`config.mk`:
```
export PLATFORM = sky130hd
export DESIGN_NAME = scph_ram
export DESIGN_NICKNAME = d
export VERILOG_FILES = /design/src/design/scph_ram.sv
export SDC_FILE = /design/constraint.sdc
export NUM_CORES = 1
export LEC_CHECK = 0
export ABC_AREA = 1
export BUFFER_PORTS_ARGS = -buffer_cell sky130_fd_sc_hd__clkbuf_2
export CAP_MARGIN = 20
export CORE_MARGIN = 1
export CORE_UTILIZATION = 62
export DETAILED_ROUTE_END_ITERATION = 8
export GPL_ROUTABILITY_DRIVEN = 0
export GPL_TIMING_DRIVEN = 0
export HOLD_SLACK_MARGIN = 0.12
export PLACE_DENSITY_LB_ADDON = 0.1
export SLEW_MARGIN = 20
export SYNTH_ARGS = -nofsm -noshare
export SYNTH_HDL_FRONTEND = slang
export SYNTH_SLANG_ARGS = --single-unit
```
`constraint.sdc`:
```
create_clock -name clock -period 4.2 [get_ports clock]
set_input_delay 0.63 -clock clock [delete_from_list [all_inputs] [get_ports clock]]
set_output_delay 0.63 -clock clock [all_outputs]
set_load 0.01 [all_outputs]
```
`src/design/scph_ram.sv`:
```
// Generic single-port-write, single-port-read RAM with registered read.
// No dependencies.
module scph_ram #(
   parameter int WIDTH = 48,
   parameter int DEPTH = 16
) (
   input  logic                     clock,
   input  logic                     wr_en,
   input  logic [$clog2(DEPTH)-1:0] wr_addr,
   input  logic [WIDTH-1:0]         wr_data,
   input  logic [$clog2(DEPTH)-1:0] rd_addr,
   output logic [WIDTH-1:0]         rd_data
);

   logic [WIDTH-1:0] mem_ff [DEPTH];

   // write port and registered read port
   always_ff @(posedge clock) begin
      if (wr_en) begin
         mem_ff[wr_addr] <= wr_data;
      end
      rd_data <= mem_ff[rd_addr];
   end

endmodule

```
* After elaboration in Yosys (flattened, before gate mapping)
Memory sizes are Yosys's and may differ from the RTL's. A register that Yosys moved wholly into a read port is not among the register bits. Index checks and enable logic that the tools add are counted.
Word-level totals: flip-flop bits (word level) 0, bits in latches 0, memory bits (writable) 768, ROM bits 0, input bits 58, output and inout port bits 48, word-level logic and storage cells 3, memories 1
Memories:
- mem_ff | words 16, width 48, rd ports 1, clocked after memory_dff 1, wr ports 1, line 15 | logic [WIDTH-1:0] mem_ff [DEPTH];
Operators by class: add/subtract/negate cells 0, multiply operators 0, div/mod/pow operators 0, magnitude comparators 0, equal/unequal tests 0, shifts and indexed selects 0, multiplexer cells 2, bitwise logic cells 0, reduce and logical (&&, ||, !) cells 0
Operator list (count):
- $mux W1 | 2

* Depth between registers and ports, before layout
word-level depth 2, gate-level depth with buffers 10, depth with buffers taken out 7

* Least setup slack after synthesis
OpenSTA, ideal clock, no wires.
path type input -> register, start input port wr_addr[2], end memory mem_ff[10][0] (enable), setup time 454 ps, arrival time 2862 ps, data required time 3746 ps, setup slack 884 ps, cell stages on the path 2, buffers on the path 0, cells stage by stage nand3b_1 nor2_1
RTL lines:
- from (decl) | line 9 | input logic [$clog2(DEPTH)-1:0] wr_addr,
- to (decl) | line 15
Straight into the memory's write port.

==> impl_metrics.toml <==
[cts]
worst_setup_hold_path_clk_slew_ps = 60
clock_insertion_delay_worst_skew_ps = 640
tritoncts = "yes"
clockRootBuffer = "clkbuf_16"
cts_max_path_buffers = 3
cts_inserted_buffers = 82
number_of_cells_upsized_or_downsized_after_cts = 0
clock_sinks = 816
clock_tree.htree_level_count = 3
ctsHoldBuffers = 0
post-cts-setup-buffer-count = 0

[setup_path]
worst-setup-path-type = "input port to flip-flop"
reg2reg_from = "mem_ff[15][16]"
critical_path_required_ps = 4760
worstPathMaxFanout = 10
cp_data_arrival_time_ps = 2590
startpoint = "rd_addr[3]"
setup.worst_path.start_class = "input port"
type_of_element_capturing_the_critical_path = "flip-flop"

[global_route]
gr-max-usage-layer = "met2"
grt_use_met1 = 0.446
grt_pass1_vias = 22800
antenna_found_initial = 3
grt_overflow_total = 0
grt_start_max_net_pins = 23
grt_use_total = 0.331
use_met3 = 0.0685
first_pass_grt_wire_length_um = 135000
globalRouteMet2Util = 0.527

[synthesis]
synthDistinctLibCells = 15
synthesis.nets = 3223
synthesized_area_sq_um = 34000
yosysSeqAreaShare = 0.707
postSynthRegisterBits = 816
syn_inst = 3165
ys_warn_count = 0
synth.avg_cell_area_sq_um = 10.7

[detailed_routing]
wl_per_cell_um = 21.8
num_vias = 23300
totalWireLength_um = 90200
drt_first_pass_iters = 6
drc = 0
vias_per_cell = 5.61
drtAntennaViolNets = 0
detailedRoute.firstIterationViolations = 2760

[floorplanning]
floorplan.rows = 85
boundaryPins = 106
core_area_sq_um = 54000
die_width_um = 236
die_h_um = 236
die_area_sq_um = 55800
starting_density = 0.629

[power]
power.leakage_nw = 16.8
peak_ir_drop_on_the_vdd_network_mv = 0.428
p_per_area_nw_per_um2 = 454

[cells_and_area]
post_route_cells_drive_above_1_share = 0.116
most-common-layout-cells = "nand2_1, edfxtp_1, inv_1, nand3_1, clkbuf_2"
finish.net_count = 3443
insertedDiodeCount = 0
layout-area-overhead-vs-synth_pct = 14.5
leading_cell_type_in_the_layout_fill_and_taps_excluded = "nand2_1"
finalCoreUtilization = 0.720

[flow_run]
drv_cap = 0

[min_path]
holdCritPathClass = "input port to flip-flop"
hp-start = "wr_data[12]"

[timing]
final_max_slew_viol_count = 0
skew_ps = 28.6
maxClockFrequency_mhz = 492
final-setup-viol-count = 0
max_slew_headroom = 0.284
period_share = 0.484
unrepaired_setup_endpoints_after_global_routing = "false"
worst-slew-pin-transition_ps = 1070
fin_crit_ps = 2030
fin_hold_ws_ps = 394
final_hold_viol_count = 0

[run_status]
run_status = "complete, no violations"

[place]
dp_hpwl_um = 58300
io_buffer_count = 103
report_power, final:
part           leakage [nW]  switching (W)  internal, W
Combinational          8.16       0.000876     0.000346
Clock                  1.33        0.00300      0.00430
Sequential             7.34      0.0000488      0.00910
per-layer routing:
layer	up-vias	wire, um	share of wire
met4	6	3380	0.037
met5	-	31	0.00034
li1	10700	-	-
met1	11000	33900	0.38
met3	239	10500	0.12
met2	1394	42400	0.47
final timing paths:
| kind | end | slack, ps | cells after the start |
|---|---|---|---|
| worst max register to register | rd_data[16] | 3090 | 6 |
| worst max-delay path | rd_data[44] | 2170 | 5 |
| worst min register to register | rd_data[47] | 650 | 6 |
| worst min-delay path | mem_ff[11][12] | 390 | 1 |
layout make-up:
type | instances | area (sq um)
Multi-Input combinational cell | 1609 | 6890
Inverter | 582 | 2190
Buffer | 158 | 1010
Timing Repair Buffer | 136 | 1240
Clock inverter | 32 | 308
Sequential cell | 816 | 24000
Tap cell | 696 | 871
Clock buffer | 120 | 2380
Fill cell | 3611 | 15100
state kept, by name, indices dropped and copies added, names as in the netlist:
name / count
rd_data: 48
mem_ff: 768
critical path: stages:
cell	delay, ps
clkbuf_2	180
clkbuf_1	820
buf_1	680
nand3_1	160
nand2_1	110
cell families after synthesis:
family,after synthesis,synth area share
simple gates,1609,0.199
flops,816,0.707
buf+inv,740,0.0941
metrics by stage:
step	setup TNS (ps)	power (W)	instance area [sq um]	instances	worst slack, ps
2_1_floorplan	0	0.00996	34000	3165	884
3_3_place_gp	-968560	0.0105	35400	3964	-1470
3_5_place_dp	0	0.0105	36200	3997	1620
4_1_cts	0	0.0177	38900	4149	2270
5_1_grt	0	0.0181	38900	4149	2140
6_report	0	0.0177	38900	4149	2170
synth_stat cells, drive strengths merged:
cell type	count	area, sq um
nand3b	2	15.0
clkbuf	25	93.8
nand3	577	2890
nand2	1013	3800
buf	133	916
inv	582	2190
edfxtp	768	23100
nor2	17	63.8
dfxtp	48	961
No activity file was read; power rests on OpenSTA's default activity.
