<file path="src/design/scph_pkg.sv">
// Package for the segment / convex polygon hit test.
// Holds opcodes, the sequencer state type and fixed-point constants.
// No dependencies.
package scph_pkg;

   typedef enum logic [1:0] {
      OP_CLEAR  = 2'd0,
      OP_APPEND = 2'd1,
      OP_QUERY  = 2'd2,
      OP_NOP    = 2'd3
   } opcode_type;

   typedef enum logic [3:0] {
      ST_IDLE,
      ST_READ,
      ST_CROSS,
      ST_CLIP,
      ST_DIVIDE,
      ST_UPDATE,
      ST_MID_READ,
      ST_MID_CROSS,
      ST_MID_MUL,
      ST_MID_TEST,
      ST_DONE
   } state_type;

   // Q1.30 parameter range
   localparam int T_BITS = 31;
   localparam logic [T_BITS-1:0] T_ONE = 31'h4000_0000;
   localparam int FRAC_STEPS = 30;

endpackage

</file>
<file path="src/design/scph_divider.sv">
// Restoring fraction divider: floor(num * 2^30 / den) for 0 <= num < den.
// One quotient bit per cycle. Depends on scph_pkg.
module scph_divider #(
   parameter int VAL_BITS = 50
) (
   input  logic                        clock,
   input  logic                        reset,
   input  logic                        start,
   input  logic [VAL_BITS-1:0]         num,
   input  logic [VAL_BITS-1:0]         den,
   output logic                        done,
   output logic [scph_pkg::T_BITS-1:0] quotient
);

   logic [VAL_BITS:0]               rem_ff, rem_in;
   logic [VAL_BITS-1:0]             den_ff, den_in;
   logic [scph_pkg::T_BITS-1:0]     quo_ff, quo_in;
   logic [4:0]                      cnt_ff, cnt_in;
   logic                            run_ff, run_in;
   logic                            done_ff, done_in;
   logic [VAL_BITS:0]               shifted;

   assign shifted = {rem_ff[VAL_BITS-1:0], 1'b0};

   // step one quotient bit
   always_comb begin
      rem_in  = rem_ff;
      den_in  = den_ff;
      quo_in  = quo_ff;
      cnt_in  = cnt_ff;
      run_in  = run_ff;
      done_in = 1'b0;
      if (start) begin
         rem_in = {1'b0, num};
         den_in = den;
         quo_in = '0;
         cnt_in = '0;
         run_in = 1'b1;
      end else if (run_ff) begin
         if (shifted >= {1'b0, den_ff}) begin
            rem_in = shifted - {1'b0, den_ff};
            quo_in = {quo_ff[scph_pkg::T_BITS-2:0], 1'b1};
         end else begin
            rem_in = shifted;
            quo_in = {quo_ff[scph_pkg::T_BITS-2:0], 1'b0};
         end
         cnt_in = cnt_ff + 5'd1;
         if (cnt_ff == 5'(scph_pkg::FRAC_STEPS - 1)) begin
            run_in  = 1'b0;
            done_in = 1'b1;
         end
      end
   end

   always_ff @(posedge clock) begin
      if (reset) begin
         run_ff  <= 1'b0;
         done_ff <= 1'b0;
         cnt_ff  <= '0;
      end else begin
         run_ff  <= run_in;
         done_ff <= done_in;
         cnt_ff  <= cnt_in;
      end
      rem_ff <= rem_in;
      den_ff <= den_in;
      quo_ff <= quo_in;
   end

   assign done     = done_ff;
   assign quotient = quo_ff;

endmodule

</file>
<file path="config.mk">
export PLATFORM = sky130hd
export DESIGN_NAME = scph_divider
export DESIGN_NICKNAME = d
export VERILOG_FILES = /design/src/design/scph_pkg.sv /design/src/design/scph_divider.sv
export SDC_FILE = /design/constraint.sdc
export NUM_CORES = 1
export LEC_CHECK = 0
export ABC_AREA = 1
export BUFFER_PORTS_ARGS = -buffer_cell sky130_fd_sc_hd__buf_2
export CAP_MARGIN = 10
export CORE_ASPECT_RATIO = 0.9
export CORE_MARGIN = 5
export CORE_UTILIZATION = 30
export CTS_CLUSTER_SIZE = 10
export DETAILED_ROUTE_END_ITERATION = 8
export PLACE_DENSITY = 0.56
export SLEW_MARGIN = 20
export SYNTH_ARGS = -nofsm -noshare
export SYNTH_HDL_FRONTEND = slang
export SYNTH_SLANG_ARGS = --single-unit
</file>
<file path="constraint.sdc">
create_clock -name clock -period 7.1 [get_ports clock]
set_clock_uncertainty 0.05 [all_clocks]
set_input_delay 0.355 -clock clock [delete_from_list [all_inputs] [get_ports clock]]
set_output_delay 0.355 -clock clock [all_outputs]
set_load 0.01 [all_outputs]
</file>
* After elaboration in Yosys (flattened, before gate mapping)
Index checks and enable logic that the tools add are counted. Widths: inputs -> output; s select.
Cells by class: $add $sub $neg 2, magnitude comparators 1, equality and inequality tests 1, multiplexer cells 8, bitwise logic cells 1, reductions and logical operators 3
Operators with widths (count):
- $mux 50 | 3
- $ge 51x50->1 | 1
- $sub 50x50->50 | 1
- $add 5x1->5 const B | 1
- $eq 5x5->1 const B | 1
- $mux 1 | 5
- $reduce_or 3->1 | 1
- $reduce_bool 2->1 | 1
- $reduce_or 2->1 | 1
- $not 1->1 | 1
Word-level totals: register bits after elaboration 138, input port bits 103, output and inout port bits 32, logic and storage cells 22

* Depth between registers and ports, before layout
Gate-level depths: netlist of the first run.
depth in word-level cells 4, depth in mapped cells 17, gate-level depth less buffers 16

* Least setup slack after synthesis of the first run
Ideal clock, no wire load.
kind input to register, start point in start, end point reg rem_ff[0], enable pin, library setup time 0.434 ns, arrival time 2.321 ns, data required time 6.616 ns, path slack 4.294 ns, stages on the path 4, buffers on the path 2, path through clkbuf_1 -> nor2_1 -> inv_1 -> clkbuf_1
Between the ends: word-level cells in the longest chain between the ends 1
RTL lines:
- start: declaration | RTL line scph_divider.sv:8 | input logic start,
- $reduce_bool 2->1 (no source line)
- end signal: assignment | RTL line scph_divider.sv:65 | rem_ff <= rem_in;
- end: declaration | RTL line scph_divider.sv:15 | logic [VAL_BITS:0] rem_ff, rem_in;
Every way passes these cells. A chain may end at the register's enable or synchronous reset.

* Worst setup path in the final report of the first run
start point reg rem_ff[16], end point reg rem_ff[47], data pin
Between the ends: word-level cells in the longest chain between the ends 4, elaborated cells on any way between the ends 5, those cells by class add/sub: 1; order compare: 1; mux: 3
RTL lines:
- $sub 50x50->50 / $ge 51x50->1 (equally long branches) | RTL line scph_divider.sv:41, scph_divider.sv:40
- $mux 50 * | RTL line scph_divider.sv:40 | if (shifted >= {1'b0, den_ff}) begin
- $mux 50 * | RTL line scph_divider.sv:39 | end else if (run_ff) begin
- $mux 50 * | RTL line scph_divider.sv:33 | if (start) begin
- via rem_in[47] | RTL line scph_divider.sv:15
The timed path passes the listed nets; every way through them passes the cells marked *. The select of a mux whose other input is x is not followed.

==> run_results.csv, run 1 <==
group,metric,value,unit
run_status,status,"finished, final reports clean",
synth,synth_most_common_cell,"nand2_1",
route,via_per_inst,4.50,
placed_design,routabilityCongestion,0.937,
grt,antenna_found_initial,3,
final_layout,syn2layout_area_growth,16.5,%
placed_design,dp.cells,2146,
cts,cts_buffers,17,
final_layout,drive_above_1_share,0.122,
die,die_w,206,um
sta,worst_slack,3.49,ns
synth,postSynthNetCount,1737,
die,core_area,34200,um^2
job,max-cap-violations,0,
placed_design,dp_hpwl,26600,um
cts,cts.clk_slew.worst_paths,0.07,ns
cts,clk_latency,0.45,ns
sta,hold_viol,0,
route,drc,0,
final_layout,fin_nets,1862,
setup_path,critPathCaptureType,"register",
grt,grt_max_degree,53,
pwr,combPwrFrac,0.430,
grt,grt_pass1_vias,9727,
synth,synth-async-reset-ratio,0,
placed_design,io_buffers,134,
setup_path,critical_path_class,"register to register",
pwr,switching_share,0.424,
cts,cts_sinks,138,
pwr,ir_drop,168,uV
die,num_rows,64,
die,start_util,0.305,
synth,synth_top_cell_area_share,0.288,
setup_path,reg2reg_from,"rem_ff[16]$_DFFE_PP_",
route,wl,34000,um
sta,period_needed,3.61,ns
pwr,power.switching,0.00145,W
final_layout,n_antenna_cell,0,
sta,slew_viol_final,0,
synth,yosysUniqueCellTypes,39,
pwr,p_int,0.00197,W
setup_path,start_kind,"register",
route,wl_per_cell,15.6,um
sta,worst_slew_pin_slew,0.959,ns
setup_path,arrival,3.76,ns
route,drt_iter0_drc,716,
placed_design,pre_cts_slack,3.52,ns
synth,ys_seq_area_frac,0.361,
hold_path,min_path_cells,1,
cts,cts_tree,"done",
hold_path,hold_path_end,"den_ff[7]$_DFFE_PP_",
sta,rsz0062_at_grt,"no",
synth,yosys.area.top_type,"edfxtp_1",
setup_path,worstPathRequired,7.25,ns
setup_path,regToRegSetupSlack,3.49,ns
cts,root_buffer,"clkbuf_16",
grt,grt_remaining_overflow,0,
synth,synth_common_cells,"nand2_1, inv_1, nand3_1",
sta,max_freq,0.277,GHz
cts,cts_resized,0,
cts,clock_path_buffers,2,
grt,grtUsageTotal,0.179,
pwr,pwr-share-clk,0.268,
route,postRouteAntennaNets,0,
synth,synth-edff-count,100,
setup_path,critPathMaxFanout,51,
die,ios,135,
synth,syn-cell-area,10400,um^2
synth,synthCells,1581,
sta,timing.setup.tns,0,ns
cts,htree_num_levels,4,
route,vias,9809,
synth,ys_warn_count,0,
sta,max_slew_margin,0.359,
pwr,power.leakage,6.53,nW
die,die-area,38600,um^2
sta,period_share,0.508,
synth,synth_flop_cell,"edfxtp_1",
pwr,seqPwrFrac,0.302,
hold_path,worstHoldStart,"den[7]",
pwr,p_per_area,282,nW/um^2
pwr,finalPower,0.00342,W
synth,ys_ff_latch,138,
hold_path,min_path_type,"input port to register",
sta,setup_viol,0,
synth,syn_avg_cell_area,6.59,um^2
setup_path,ff2ff_path_depth,13,
grt,grt_pass1_wl,54000,um
die,die_y,187,um
final_layout,fin_cells,2181,
synth,synthTopCellsByArea,"edfxtp_1, nand2_1, inv_1",
setup_path,rr_endpoint,"rem_ff[47]$_DFFE_PP_",
route,drt_pass1_iterations,5,
-- metal layers --
metal | track usage | part of all wire | routed length, um | vias to the layer above
met4 | 0.0402 | 0.011 | 362 | 4
met2 | 0.257 | 0.41 | 14000 | 217
met1 | 0.272 | 0.52 | 17600 | 4436
met5 | 0 | 0.00062 | 21 | -
li1 | - | - | - | 5131
met3 | 0.0383 | 0.058 | 1960 | 21
-- what timing repair did --
| action | 4_1_cts | 5_1_grt |
|---|---|---|
| hold endpoints to repair | 3 | 0 |
| hold buffers | 3 | 0 |
| setup buffers | 0 | 0 |
-- registers in the layout, summed over array words and instances, names as in the netlist --
name      cells
den_ff       50
rem_ff       50
quotient     31
cnt_ff        5
done          1
run_ff        1
-- how the worst max path moves through the flow --
stage | start | end | slack, ns | cells past startpoint
after floorplan | start | rem_ff[0]$_DFFE_PP_ | 4.29 | 4
after detailed placement | rem_ff[31]$_DFFE_PP_ | rem_ff[47]$_DFFE_PP_ | 3.52 | 13
after CTS | rem_ff[31]$_DFFE_PP_ | rem_ff[47]$_DFFE_PP_ | 3.51 | 13
after global routing | rem_ff[34]$_DFFE_PP_ | rem_ff[47]$_DFFE_PP_ | 3.21 | 13
after global placement | rem_ff[46]$_DFFE_PP_ | rem_ff[2]$_DFFE_PP_ | 3.57 | 13
final | rem_ff[16]$_DFFE_PP_ | rem_ff[47]$_DFFE_PP_ | 3.49 | 13
-- layout make-up --
class | instances | area [um^2]
Tap cell | 462 | 578
Fill cell | 3837 | 22000
Clock inverter | 14 | 156
Multi-Input combinational cell | 1013 | 4990
Sequential cell | 138 | 3760
Clock buffer | 18 | 429
Timing Repair Buffer | 144 | 756
Inverter | 392 | 1470
-- logic make-up (layout without fill, tap and decap cells) --
| logic type | after synthesis | in the layout | synth area share |
|---|---|---|---|
| and+or+nand+nor | 862 | 862 | 0.353 |
| buffers and inverters | 430 | 568 | 0.161 |
| DFF | 138 | 138 | 0.361 |
| AOI/OAI and AO/OA | 74 | 74 | 0.0408 |
| adders and majority gates | 53 | 53 | 0.0643 |
| xor gates and xnor gates | 24 | 24 | 0.0202 |
-- stage by stage --
step | utilization | hold slack (ns) | instance area (um^2)
2_1_floorplan | - | 0.371 | 10400
3_3_place_gp | 0.337 | 0.388 | 11500
3_5_place_dp | 0.337 | 0.392 | 11500
4_1_cts | 0.355 | 0.000289 | 12100
5_1_grt | 0.355 | 0.00485 | 12100
6_report | 0.355 | 0.0334 | 12100
-- power by group through the flow --
stage / clock network [W] / registers, W / logic, W
finish: 0.000917 / 0.00104 / 0.00147
global route: 0.000982 / 0.00105 / 0.00169
CTS: 0.000946 / 0.00104 / 0.00147
detailed placement: 0 / 0.00105 / 0.00146
global placement: 0 / 0.00105 / 0.00146
floorplan: 0 / 0.00104 / 0.00107
-- cell usage in the layout, fill, tap and decap left out, types with 2 or more instances in the layout --
master         count
inv_6              3
a21oi_1           29
edfxtp_1         100
nor3_1             7
and2_1             4
o21bai_1           2
xnor2_1           23
buf_4              8
dlygate4sd3_1      3
nand2_1          554
clkbuf_16         17
o21ai_0            7
clkinv_4           5
inv_8              5
buf_2            133
nor4_1             3
nor2_1            84
nand4_1           59
inv_2             12
nor2_2             8
inv_1            380
ha_1              52
dfxtp_1           38
nand3_1          125
nand2_2            8
o22ai_1           30
nor2_4             4
-- critical path: stages (launching register included) --
cell and delay [ns]:
edfxtp_1 0.42, ha_1 0.43, nand2_1 0.15, nor2_1 0.17, nand2_1 0.11, inv_2 0.09
nand2_2 0.08, nor2_4 0.13, nand3_4 0.51, nand3_2 0.25, buf_4 0.49, nand3_1 0.19
nand3_1 0.12, nand2_1 0.06
Power figures use the tool's default switching activity.
==> inputs of run 2 (changes only) <==
--- a/config.mk
+++ b/config.mk
@@ -5,7 +5,7 @@
 export SDC_FILE = /design/constraint.sdc
 export NUM_CORES = 1
 export LEC_CHECK = 0
-export ABC_AREA = 1
+export ABC_AREA = 0
 export BUFFER_PORTS_ARGS = -buffer_cell sky130_fd_sc_hd__buf_2
 export CAP_MARGIN = 10
 export CORE_ASPECT_RATIO = 0.9
@@ -13,7 +13,7 @@
 export CORE_UTILIZATION = 30
 export CTS_CLUSTER_SIZE = 10
 export DETAILED_ROUTE_END_ITERATION = 8
-export PLACE_DENSITY = 0.56
+export PLACE_DENSITY = 0.58
 export SLEW_MARGIN = 20
 export SYNTH_ARGS = -nofsm -noshare
 export SYNTH_HDL_FRONTEND = slang
==> constraint.sdc (replaced) <==
create_clock -name clock -period 3.2 [get_ports clock]
set_clock_uncertainty 0.05 [all_clocks]
set_input_delay 0.16 -clock clock [delete_from_list [all_inputs] [get_ports clock]]
set_output_delay 0.16 -clock clock [all_outputs]
set_load 0.01 [all_outputs]
==> run 2 against run 1 <==
Compared with the run above:
- the flow now finishes with violations (negative hold slack, negative setup slack)
- clock power increased by 120%
- power increased by 140%
- sequential cell count unchanged
- non-clock buffer count increased by 158
- maximum frequency increased by 8.8%
- largest power group unchanged
==> run_results.csv, run 2 <==
group,metric,value,unit
run_status,status,"finished with violations",
run_status,failed_checks,"negative hold slack, negative setup slack",
grt,antenna_found_initial,2,
route,vias,8325,
setup_path,critPathMaxFanout,12,
final_layout,n_antenna_cell,0,
route,drc,0,
cts,root_buffer,"clkbuf_16",
sta,worst_slew_pin_slew,0.910,ns
cts,htree_num_levels,4,
sta,fin_hold_ws,-0.00684,ns
synth,ys_warn_count,0,
cts,cts_tree,"done",
cts,clock_path_buffers,2,
pwr,finalPower,0.00835,W
die,start_util,0.304,
setup_path,start_kind,"register",
setup_path,arrival,3.52,ns
synth,synthTopCellsByArea,"edfxtp_1, dfxtp_1, ha_1",
die,die-area,32900,um^2
synth,syn-cell-area,8810,um^2
grt,grt_pass1_vias,8387,
synth,yosys.area.top_type,"edfxtp_1",
placed_design,dp_hpwl,19400,um
final_layout,drive_above_1_share,0.318,
route,wl,28200,um
cts,cts.clk_slew.worst_paths,0.07,ns
job,max-cap-violations,0,
synth,synth_common_cells,"edfxtp_1, nor2_1, a21oi_1",
grt,grt_pass1_wl,44000,um
pwr,p_per_area,666,nW/um^2
synth,ys_ff_latch,138,
hold_path,min_path_cells,2,
sta,slew_viol_final,0,
pwr,power.leakage,5.11,nW
placed_design,io_buffers,134,
sta,hold_viol,1,
synth,synth-edff-count,100,
sta,max_slew_margin,0.393,
grt,grt_max_degree,53,
final_layout,nFillCells,2849,
final_layout,final_cell_mix,"buf_2, edfxtp_1, nor2_1, buf_4, inv_1",
synth,synth_top_cell_area_share,0.341,
sta,period_share,1.04,
route,wl_per_cell,17.4,um
setup_path,critical_path_class,"register to register",
cts,clk_latency,0.44,ns
synth,synthCells,950,
sta,max_freq,0.301,GHz
route,drt_iter0_drc,527,
synth,synth_flop_cell,"edfxtp_1",
die,num_rows,59,
route,via_per_inst,5.12,
final_layout,fin_nets,1374,
sta,period_needed,3.32,ns
setup_path,reg2reg_from,"rem_ff[6]$_DFFE_PP_",
setup_path,regToRegSetupSlack,-0.12,ns
synth,ys_seq_area_frac,0.427,
grt,grt_remaining_overflow,0,
route,drt_pass1_iterations,7,
die,die_w,191,um
cts,cts_buffers,17,
hold_path,hold_path_end,"rem_ff[40]$_DFFE_PP_",
sta,setup_viol,38,
die,ios,135,
setup_path,ff2ff_path_depth,13,
pwr,ir_drop,430,uV
setup_path,critPathCaptureType,"register",
route,postRouteAntennaNets,0,
hold_path,min_path_type,"input port to register",
setup_path,rr_endpoint,"rem_ff[36]$_DFFE_PP_",
synth,postSynthNetCount,1106,
synth,synth_most_common_cell,"edfxtp_1",
synth,yosysUniqueCellTypes,63,
sta,rsz0062_at_grt,"yes",
die,core_area,28900,um^2
cts,cts_sinks,138,
final_layout,syn2layout_area_growth,42.4,%
synth,synth-async-reset-ratio,0,
final_layout,layout_commonest_cell,"buf_2",
die,die_y,173,um
sta,worst_slack,-0.119,ns
placed_design,routabilityCongestion,0.917,
grt,grtUsageTotal,0.164,
hold_path,worstHoldStart,"num[40]",
synth,syn_avg_cell_area,9.27,um^2
setup_path,worstPathRequired,3.40,ns
final_layout,fin_util,0.433,
-- run 2: changes by cell type in the layout (fill, tap and decap cells not counted), moves of 25 or more --
cell / change
dlygate4sd3_1: +53
nand2_1: -507
o21ai_0: +45
ha_1: -25
inv_1: -319
buf_4: +84
mux2i_1: +30
a21oi_1: +27
nand3_1: -92
nand4_1: -44
o22ai_1: -28
a31oi_1: +32
-- run 2: how the worst max path moves through the flow --
stage	end	slack (ns)	from
4_1_cts	rem_ff[46]$_DFFE_PP_	-0.06	rem_ff[0]$_DFFE_PP_
2_1_floorplan	rem_ff[46]$_DFFE_PP_	0.08	rem_ff[0]$_DFFE_PP_
5_1_grt	rem_ff[46]$_DFFE_PP_	-0.26	rem_ff[6]$_DFFE_PP_
3_3_place_gp	rem_ff[49]$_DFFE_PP_	-0.20	rem_ff[25]$_DFFE_PP_
3_5_place_dp	rem_ff[49]$_DFFE_PP_	-0.15	rem_ff[25]$_DFFE_PP_
6_report	rem_ff[36]$_DFFE_PP_	-0.12	rem_ff[6]$_DFFE_PP_
-- run 2: where the power goes --
group	internal (W)	leakage [nW]	switching (W)	total [W]
Combinational	0.00186	3.52	0.00211	0.00397
Clock	0.00109	0.296	0.000928	0.00202
Sequential	0.00220	1.29	0.000157	0.00236
Total	0.00515	5.11	0.00320	0.00835
-- run 2: logic make-up after synthesis --
family | count (synthesis) | synth area share
AO/OA/AOI/OAI | 294 | 0.220
XOR/XNOR | 40 | 0.0398
adder cells (fa/ha/maj) | 53 | 0.0761
buffers and inverters | 122 | 0.0544
flip-flops | 138 | 0.427
multiplexers | 30 | 0.0341
AND/OR/NAND/NOR | 273 | 0.149
-- run 2: worst max-delay path, cell delays in order, from the launching register on --
cell and delay, ns:
edfxtp_1 0.44, ha_4 0.32, nand2_2 0.06, o211ai_1 0.22
nor2_2 0.09, a2111oi_4 0.41, o21ai_2 0.14, a2111oi_4 0.38
buf_4 0.16, o31a_1 0.22, buf_6 0.14, buf_12 0.14
nor3_1 0.06, o31ai_1 0.29
-- run 2: metrics by stage --
step	hold slack (ns)	instances	setup TNS, ns	setup WS (ns)	cell area (um^2)
final	-0.00684	1627	-1.76	-0.119	12500
after global routing	0.0137	1627	-7.43	-0.263	12500
after CTS	0.00135	1620	-0.217	-0.0573	12200
after detailed placement	0.288	1511	-0.925	-0.150	10500
after global placement	0.283	1511	-0.493	-0.200	10500
after floorplan	0.182	950	0	0.0836	8810
-- run 2: layer usage --
layer / wire [um] / global-route usage / share of wire
met5: 15 / 0 / 0.00053
met4: 454 / 0.0440 / 0.016
met3: 2000 / 0.0448 / 0.071
met2: 12100 / 0.249 / 0.43
met1: 13700 / 0.232 / 0.48
-- run 2: repair_timing --
action                     CTS  global route
buffers inserted            20             6
hold endpoints to repair    55             1
hold buffers                55             1
setup endpoints to repair   25            51
gates cloned                 2             2
gates resized for setup     58            73
pin swaps                   41            58
-- run 2: cell type report --
| type | instances | area, um^2 | area share |
|---|---|---|---|
| clock buffer | 18 | 450 | 0.0359 |
| clock inverter | 14 | 145 | 0.0116 |
| inverter | 69 | 259 | 0.0207 |
| multi-input combinational | 690 | 5190 | 0.414 |
| sequential | 138 | 3760 | 0.300 |
| tap | 396 | 495 | 0.0395 |
| timing repair buffer | 302 | 2240 | 0.178 |
==> inputs of run 3 (changes only) <==
--- a/config.mk
+++ b/config.mk
@@ -13,7 +13,7 @@
 export CORE_UTILIZATION = 30
 export CTS_CLUSTER_SIZE = 10
 export DETAILED_ROUTE_END_ITERATION = 8
-export PLACE_DENSITY = 0.58
+export PLACE_DENSITY = 0.56
 export SLEW_MARGIN = 20
 export SYNTH_ARGS = -nofsm -noshare
 export SYNTH_HDL_FRONTEND = slang
==> run 3 against run 2 <==
Compared with the run above:
- the run ends with negative setup slack left
- non-clock buffer count up 3
- global-route usage down 0.27 points
- cell count up 0.18%
- cell area up 0.96%
- utilization up 0.42 points
- power up 0.16%
- clock power down 3%
- first-iteration DRC count up 2.3%
- sequential cell count unchanged
- critical path type unchanged
- largest power group unchanged
==> run_results.csv, run 3 (same netlist as run 2, synthesis figures left out) <==
group,metric,value,unit
sta,hold_viol,0,
route,top_layer_used,"met5",
setup_path,critical_path_class,"register to register",
pwr,seqPwrFrac,0.282,
grt,antenna_found_initial,3,
setup_path,critPathMaxFanout,8,
route,wl_met1,13500,um
die,die-area,32900,um^2
sta,worst_slew_pin_slew,1.01,ns
pwr,p_int,0.00518,W
cts,clk_latency,0.43,ns
die,core_area,28900,um^2
pwr,combPwrFrac,0.484,
sta,rsz0062_at_grt,"yes",
setup_path,critPathCaptureType,"register",
setup_path,start_kind,"register",
final_layout,n_antenna_cell,0,
grt,grt_pass1_vias,8215,
final_layout,final_cell_mix,"buf_2, edfxtp_1, buf_4",
sta,setup_viol,33,
sta,max_freq,0.297,GHz
final_layout,drive_above_1_share,0.323,
pwr,power.leakage,5.16,nW
cts,cts_sinks,138,
sta,fin_hold_ws,0.0217,ns
placed_design,placed_area,10500,um^2
sta,slew_viol_final,0,
route,wl_per_cell,17.0,um
pwr,switching_share,0.380,
cts,htree_num_levels,4,
route,wl_met3,1910,um
route,wl_met2,12000,um
grt,grt_max_degree,93,
grt,grt_pass1_wl,43500,um
final_layout,syn2layout_area_growth,43.7,%
die,num_rows,59,
sta,worst_slack,-0.166,ns
pwr,ir_drop,431,uV
cts,cts_tree,"done",
route,drt_iter0_drc,539,
route,vias,8244,
sta,max_slew_margin,0.326,
cts,clock_path_buffers,2,
route,drt_pass1_iterations,5,
final_layout,layout_commonest_cell,"buf_2",
grt,grtUsageTotal,0.161,
pwr,p_per_area,660,nW/um^2
die,ios,135,
route,wl,27800,um
placed_design,dp_hpwl,19100,um
die,die_y,173,um
cts,cts_buffers,17,
hold_path,min_path_type,"input port to register",
setup_path,worstPathRequired,3.33,ns
pwr,power.switching,0.00318,W
sta,period_needed,3.37,ns
run_status,failed_checks,"negative setup slack",
final_layout,fin_nets,1377,
route,via_per_inst,5.06,
die,start_util,0.304,
cts,root_buffer,"clkbuf_16",
cts,cts.clk_slew.worst_paths,0.06,ns
pwr,pwr-share-clk,0.233,
final_layout,fin_area,12700,um^2
job,max-cap-violations,0,
route,postRouteAntennaNets,0,
setup_path,arrival,3.50,ns
route,drc,0,
placed_design,routabilityCongestion,0.895,
run_status,status,"finished with violations",
final_layout,nFillCells,2862,
grt,grt_remaining_overflow,0,
placed_design,io_buffers,134,
sta,period_share,1.05,
die,die_w,191,um
==> run 3: cell types whose count changed in the layout (fill, tap and decap cells not counted), moves of 4 or more <==
cell	change
o21ai_0	-16
nand3_1	-11
o21ai_1	+11
nand3_2	+10
a21oi_2	-8
a21oi_1	+6
and3_1	+6
and3_4	-6
buf_4	+4
buf_6	-4
inv_8	-4
==> run 3: timing repair <==
item / in CTS / in global routing
gates cloned: 1 / 3
setup buffers: 14 / 16
pin swaps: 40 / 63
hold buffers: 56 / 0
endpoints found under the hold margin: 56 / 0
resized for setup: 60 / 107
setup endpoints to repair: 42 / 51
==> run 3: metal layers <==
metal / track usage / up-vias
met3: 0.0438 / 33
li1: - / 4064
met2: 0.240 / 247
met1: 0.237 / 3894
met4: 0.0305 / 6
met5: 0 / -
==> run 3: path summary, 6_finish.rpt <==
path / start / cells past startpoint / slack [ns] / to
setup / recovery: den_ff[14]$_DFFE_PP_ / 14 / -0.17 / rem_ff[11]$_DFFE_PP_
hold / removal: num[17] / 3 / 0.02 / rem_ff[17]$_DFFE_PP_
setup reg to reg: den_ff[14]$_DFFE_PP_ / 14 / -0.17 / rem_ff[11]$_DFFE_PP_
hold reg to reg: quotient[30]$_SDFFE_PP0P_ / 2 / 0.45 / quotient[30]$_SDFFE_PP0P_
==> run 3: power by group through the flow <==
stage          Clock (W)  Combinational [W]  Sequential [W]
5_1_grt          0.00209            0.00441         0.00238
3_3_place_gp           0            0.00321         0.00236
2_1_floorplan          0            0.00217         0.00231
6_report         0.00195            0.00405         0.00236
4_1_cts          0.00200            0.00355         0.00234
3_5_place_dp           0            0.00321         0.00236
==> run 3: final cells by class <==
class	instances	area, um^2	area share
well taps	396	495	0.0391
flip-flops and latches	138	3760	0.297
clock inverters	14	123	0.00968
inverters	69	259	0.0205
clock buffers	18	450	0.0356
repair buffers	305	2270	0.179
multi-input cells	690	5300	0.418
==> run 3: per-stage QoR <==
step                      instances   util  total power [W]  setup TNS [ns]  setup WS (ns)
after global routing           1630  0.438          0.00888           -8.78         -0.288
after global placement         1511  0.361          0.00556          -0.742         -0.244
after detailed placement       1511  0.361          0.00557           -2.08         -0.208
final                          1630  0.438          0.00836           -1.89         -0.166
after floorplan                 950      -          0.00448               0         0.0836
after CTS                      1613  0.415          0.00790           -1.41         -0.122
==> run 3: worst max-delay path, stage by stage (launching register included) <==
cell and delay (ns):
edfxtp_1 0.37, inv_1 0.12, ha_4 0.24, a21oi_2 0.24
o21ai_4 0.11, nor2_2 0.18, a2111oi_4 0.10, o21ai_2 0.20
a2111oi_4 0.11, buf_4 0.16, o31ai_4 0.55, buf_12 0.22
buf_8 0.11, a21oi_2 0.05, o31a_1 0.31
